===== src/sv/cpt_pkg.sv =====
// Shared widths, latencies and region codes for the closest-point-on-triangle pipeline.
package cpt_pkg;

  // Coordinate and intermediate widths (all signed, Q16.16 based).
  localparam int unsigned CoordW     = 32;
  localparam int unsigned DiffW      = 33;
  localparam int unsigned DotPW      = 66;
  localparam int unsigned DotW       = 68;
  localparam int unsigned VolPW      = 136;
  localparam int unsigned VolW       = 137;
  localparam int unsigned NumPW      = 170;
  localparam int unsigned NumW       = 171;
  localparam int unsigned DenW       = 139;
  localparam int unsigned QuotW      = 42;
  localparam int unsigned QuotLimBit = 40;
  localparam int unsigned SumW       = 43;

  // Largest quotient magnitude that is passed on.
  localparam logic [QuotW-1:0] QuotMax = QuotW'(1) << QuotLimBit;

  // Pipeline latencies of the arithmetic units.
  localparam int unsigned LatMulDot = ((DiffW + 31) / 32) * ((DiffW + 31) / 32) + 3;
  localparam int unsigned LatMulV   = ((DotW + 31) / 32) * ((DotW + 31) / 32) + 3;
  localparam int unsigned LatMulNum = ((VolW + 31) / 32) * ((DiffW + 31) / 32) + 3;
  localparam int unsigned LatDiv    = QuotW + 2;
  localparam int unsigned LatTotal  = LatMulDot + LatMulV + LatMulNum + LatDiv + 7;

  // Feature of the triangle that holds the closest point.
  typedef enum logic [2:0] {
    RegVertA    = 3'd0,
    RegVertB    = 3'd1,
    RegEdgeAB   = 3'd2,
    RegVertC    = 3'd3,
    RegEdgeAC   = 3'd4,
    RegEdgeBC   = 3'd5,
    RegInterior = 3'd6,
    RegDegen    = 3'd7
  } region_e;

endpackage


===== src/sv/cpt_mul.sv =====
// Pipelined signed multiplier built from one 32x32 partial product per stage.
module cpt_mul #(
  parameter int unsigned WA = cpt_pkg::DiffW,
  parameter int unsigned WB = cpt_pkg::DiffW
) (
  input  logic                   clk_i,
  input  logic                   en_i,
  input  logic signed [WA-1:0]   a_i,
  input  logic signed [WB-1:0]   b_i,
  output logic signed [WA+WB-1:0] p_o
);

  localparam int unsigned NA  = (WA + 31) / 32;
  localparam int unsigned NB  = (WB + 31) / 32;
  localparam int unsigned NP  = NA * NB;
  localparam int unsigned WP  = WA + WB;
  localparam int unsigned WAP = NA * 32;
  localparam int unsigned WBP = NB * 32;

  logic [WA-1:0]  a_mag;
  logic [WB-1:0]  b_mag;
  logic [WAP-1:0] am_q  [NP];
  logic [WBP-1:0] bm_q  [NP];
  logic           sg_q  [NP+1];
  logic [WP-1:0]  acc_q [NP+1];
  logic [WP-1:0]  pp_q  [NP+1];
  logic [WP-1:0]  sum_q;
  logic           sgf_q;

  // Magnitudes; the most negative value maps onto its unsigned pattern.
  assign a_mag = a_i[WA-1] ? WA'(~a_i + 1'b1) : WA'(a_i);
  assign b_mag = b_i[WB-1] ? WB'(~b_i + 1'b1) : WB'(b_i);

  // Operand capture.
  always_ff @(posedge clk_i) begin
    if (en_i) begin
      am_q[0]  <= WAP'(a_mag);
      bm_q[0]  <= WBP'(b_mag);
      sg_q[0]  <= a_i[WA-1] ^ b_i[WB-1];
      acc_q[0] <= '0;
      pp_q[0]  <= '0;
    end
  end

  // One partial product per stage while the previous one is accumulated.
  for (genvar s = 1; s <= NP; s++) begin : g_pp
    localparam int unsigned IA = (s - 1) / NB;
    localparam int unsigned IB = (s - 1) % NB;
    logic [63:0]    prod;
    logic [WP+63:0] prod_sh;

    assign prod    = am_q[s-1][IA*32 +: 32] * bm_q[s-1][IB*32 +: 32];
    assign prod_sh = {WP'(0), prod} << ((IA + IB) * 32);

    always_ff @(posedge clk_i) begin
      if (en_i) begin
        sg_q[s]  <= sg_q[s-1];
        acc_q[s] <= acc_q[s-1] + pp_q[s-1];
        pp_q[s]  <= prod_sh[WP-1:0];
      end
    end

    if (s < NP) begin : g_fwd
      always_ff @(posedge clk_i) begin
        if (en_i) begin
          am_q[s] <= am_q[s-1];
          bm_q[s] <= bm_q[s-1];
        end
      end
    end
  end

  // Last accumulation, then the sign is applied.
  always_ff @(posedge clk_i) begin
    if (en_i) begin
      sum_q <= acc_q[NP] + pp_q[NP];
      sgf_q <= sg_q[NP];
      p_o   <= sgf_q ? WP'(~sum_q + 1'b1) : sum_q;
    end
  end

endmodule


===== config.mk =====
export PLATFORM = sky130hd
export DESIGN_NAME = cpt_mul
export DESIGN_NICKNAME = d
export VERILOG_FILES = /design/src/sv/cpt_pkg.sv /design/src/sv/cpt_mul.sv
export SDC_FILE = /design/constraint.sdc
export NUM_CORES = 2
export LEC_CHECK = 0
export BUFFER_PORTS_ARGS = -buffer_cell sky130_fd_sc_hd__buf_2
export CORE_ASPECT_RATIO = 2
export CORE_MARGIN = 2
export CORE_UTILIZATION = 38
export CTS_BUF_LIST = sky130_fd_sc_hd__clkbuf_2 sky130_fd_sc_hd__clkbuf_4 sky130_fd_sc_hd__clkbuf_8
export CTS_CLUSTER_DIAMETER = 30
export DETAILED_ROUTE_END_ITERATION = 16
export REMOVE_ABC_BUFFERS = 1
export SYNTH_ARGS = -nofsm -noshare
export SYNTH_HDL_FRONTEND = slang
export SYNTH_SLANG_ARGS = --single-unit

===== constraint.sdc =====
create_clock -name clk_i -period 9.7 [get_ports clk_i]
set_clock_uncertainty 0.2 [all_clocks]
set_input_delay 0.97 -clock clk_i [delete_from_list [all_inputs] [get_ports clk_i]]
set_output_delay 0.97 -clock clk_i [all_outputs]
set_load 0.02 [all_outputs]

==> results.sh <==
export IMPL_fin_ws_ps=367
export IMPL_grt_pass1_vias=42600
export IMPL_clockBufferDepth=3
export IMPL_antenna_left=0
export IMPL_dr_pass1_iters=7
export IMPL_drv_slew=0
export IMPL_min_to="acc_q[0][141]"
export IMPL_grt_max_degree=182
export IMPL_crit_family="adder cells"
export IMPL_drv_cap=0
export IMPL_row_count=203
export IMPL_design_die_area_sq_mm=0.157
export IMPL_synth_area_leader_cell="edfxtp_1"
export IMPL_finalWirelength_um=160000
export IMPL_die_y_um=558
export IMPL_min_period_over_period=0.962
export IMPL_wl_per_cell_um=21.4
export IMPL_fmax_mhz=107
export IMPL_grt_pass1_wl_um=246000
export IMPL_slew_headroom=0.162
export IMPL_synth_area_mux_share=0.000193
export IMPL_netlist_top_cells_area="edfxtp_1, fa_1, ha_1"
export IMPL_synth_most_common_cell="inv_1"
export IMPL_nNetsFinal=6657
export IMPL_postSynthAreaPerCell_sq_um=11.2
export IMPL_ios=134
export IMPL_yosysWarnings=0
export IMPL_synth_fa_ha_area_frac=0.379
export IMPL_viasPerCell=5.07
export IMPL_synth_top_family_by_area="adder cells"
export IMPL_hold_class="reg2reg"
export IMPL_gp_congestion=0.941
export IMPL_cts_htree_levels=3
export IMPL_syn_to_final_growth_pct=9.73
export IMPL_fin_crit_ps=9330
export IMPL_cts_tree="yes"
export IMPL_worst_path_max_delay_cell="edfxtp_1"
export IMPL_grt_use_total=0.209
export IMPL_place_ws_ps=-12.5
export IMPL_drt_iter0_drc=2127
export IMPL_r2r_end="pp_q[0][122]"
export IMPL_syn_instance_count=5234
export IMPL_synth_compound_area_frac=0.0540
export IMPL_synth_xor_area_frac=0.0361
export IMPL_holdWs_ps=155
export IMPL_critPathLaunchType="flip-flop"
export IMPL_vias=38000
export IMPL_crit_top_cell="fa_1"
export IMPL_cts_sinks=630
export IMPL_reg2reg_slack_ps=370
export IMPL_synth_flop_cell="edfxtp_1"
export IMPL_clock_latency_ps=810
export IMPL_synth_seq_cells=630
export IMPL_worst_slew_pin_slew_ps=1260
export IMPL_critPathCaptureType="flip-flop"
export IMPL_yosys_area_share_simple=0.133
export IMPL_ys_seq_area_frac=0.324
export IMPL_min_path_cells=0
export IMPL_cp_num_buf_inv=6
export IMPL_yosys_area_top_type_share=0.324
export IMPL_max_stage_delay_ps=940
export IMPL_criticalPathCategory="reg2reg"
export IMPL_crit_fanout=19
export IMPL_r2r_start="bm_q[0][15]"
export IMPL_rr_worst_depth=25
export IMPL_synth_edf_count=630
export IMPL_critPathArrivalTime_ps=9710
export IMPL_drc_errors=0
export IMPL_rsz0062_at_grt="false"
export IMPL_clk_transition_reported_paths_ps=70
export IMPL_syn_area_sq_mm=0.0584
export IMPL_layout_drive_gt1_share=0.0853
export IMPL_required_ps=10080
export IMPL_cts_root_buf="clkbuf_8"
export IMPL_grt_ovfl_total=0
export IMPL_core_area_sq_mm=0.153
export IMPL_cts_buffers=98
export IMPL_async_flop_share=0
export IMPL_min_from="pp_q[0][75]"
export IMPL_setup_tns_ps=0
export IMPL_status="completed"
export IMPL_hold_violations=0
export IMPL_fp_dieW_um=281
export IMPL_place_inst=7309
export IMPL_start_util=0.382
export IMPL_ys_top_cells_by_count="inv_1, fa_1, and2_1, edfxtp_1, nand2_1"
export IMPL_portBuffers=133
export IMPL_antenna_found_initial=5
export IMPL_ys_types=62
export IMPL_setup_viol=0
export IMPL_stdcell_count=7496
export IMPL_post_dp_hpwl_um=130000
layout make-up:
class                      count  area [sq um]
fill                       14700         88800
multi-input combinational   3455         35200
sequential                   630         18900
inverter                     902          3390
tap                         2050          2560
timing repair buffer         273          1780
clock buffer                 117          1490
clock inverter                65           754
antenna                        4          10.0
kinds of logic (layout without fill, tap and decap cells):
group	after synthesis	count (layout)
buf+inv	1149	1357
mux	1	1
fa+ha+maj	1229	1229
simple gates	1497	1497
xor+xnor	241	241
other cells	0	4
compound gates	487	487
flops	630	630
how the worst max path moves through the flow:
stage	to	depth (start not counted)	slack, ps	from
5_1_grt	pp_q[0][122]	25	80	am_q[0][11]
6_report	pp_q[0][122]	25	370	bm_q[0][15]
3_5_place_dp	pp_q[0][122]	25	-10	bm_q[0][15]
2_1_floorplan	pp_q[0][118]	24	1860	am_q[0][28]
3_3_place_gp	pp_q[0][122]	25	180	am_q[0][11]
4_1_cts	pp_q[0][122]	25	340	bm_q[0][15]
metrics by stage:
stage / util / instance area, sq um
2_1_floorplan: - / 57500
3_3_place_gp: 0.404 / 61800
3_5_place_dp: 0.404 / 61800
4_1_cts: 0.419 / 64100
5_1_grt: 0.419 / 64100
6_report: 0.419 / 64100
layout by cell type (no fill, tap or decap), drive strengths merged, types with 39 or more instances in the layout:
master / n
inv: 918
fa: 898
and2: 646
edfxtp: 630
nand2: 568
ha: 331
buf: 273
xnor2: 191
o21ai: 119
clkbuf: 117
a21oi: 116
nor2: 82
a21o: 65
xor2: 50
o31ai: 39
registers in the layout, summed over array words and instances, names as in the netlist:
signal / cells
bm_q: 100
sg_q: 5
am_q: 68
sgf_q: 1
p_o: 66
pp_q: 129
sum_q: 66
acc_q: 195
per-layer routing:
| layer | vias up | wire [um] | track usage | part of all wire |
|---|---|---|---|---|
| met4 | 0 | 13900 | 0.153 | 0.087 |
| met3 | 566 | 6290 | 0.0277 | 0.039 |
| met2 | 1077 | 90900 | 0.413 | 0.57 |
| met1 | 19500 | 49300 | 0.191 | 0.31 |
| met5 | - | 0 | 0 | 0 |
| li1 | 16800 | - | - | - |
timing repair:
action / CTS / global route
hold buffers: 0 / 0
endpoints found under the setup margin: 1 / 0
setup buffers: 1 / 0
gates resized for setup: 1 / 0
worst reg2reg max path, cell delays in order, from the launching register on:
cell and delay, ps:
edfxtp_1 940, buf_4 450, and2_1 210, fa_1 440, fa_1 520, inv_1 50, fa_1 430, fa_1 530
fa_1 540, inv_1 50, fa_1 490, fa_1 430, fa_1 440, ha_1 440, a21o_1 240, a31oi_1 380
a21boi_0 320, buf_4 170, nor4_1 60, a2111oi_2 650, buf_4 240, o21ai_0 160, a21boi_0 290, buf_4 180
nor2_1 40, a211oi_1 220
Power is left out: the tool's default activity adds up to more than one toggle a clock period on the data nets, which glitch-free logic cannot reach.
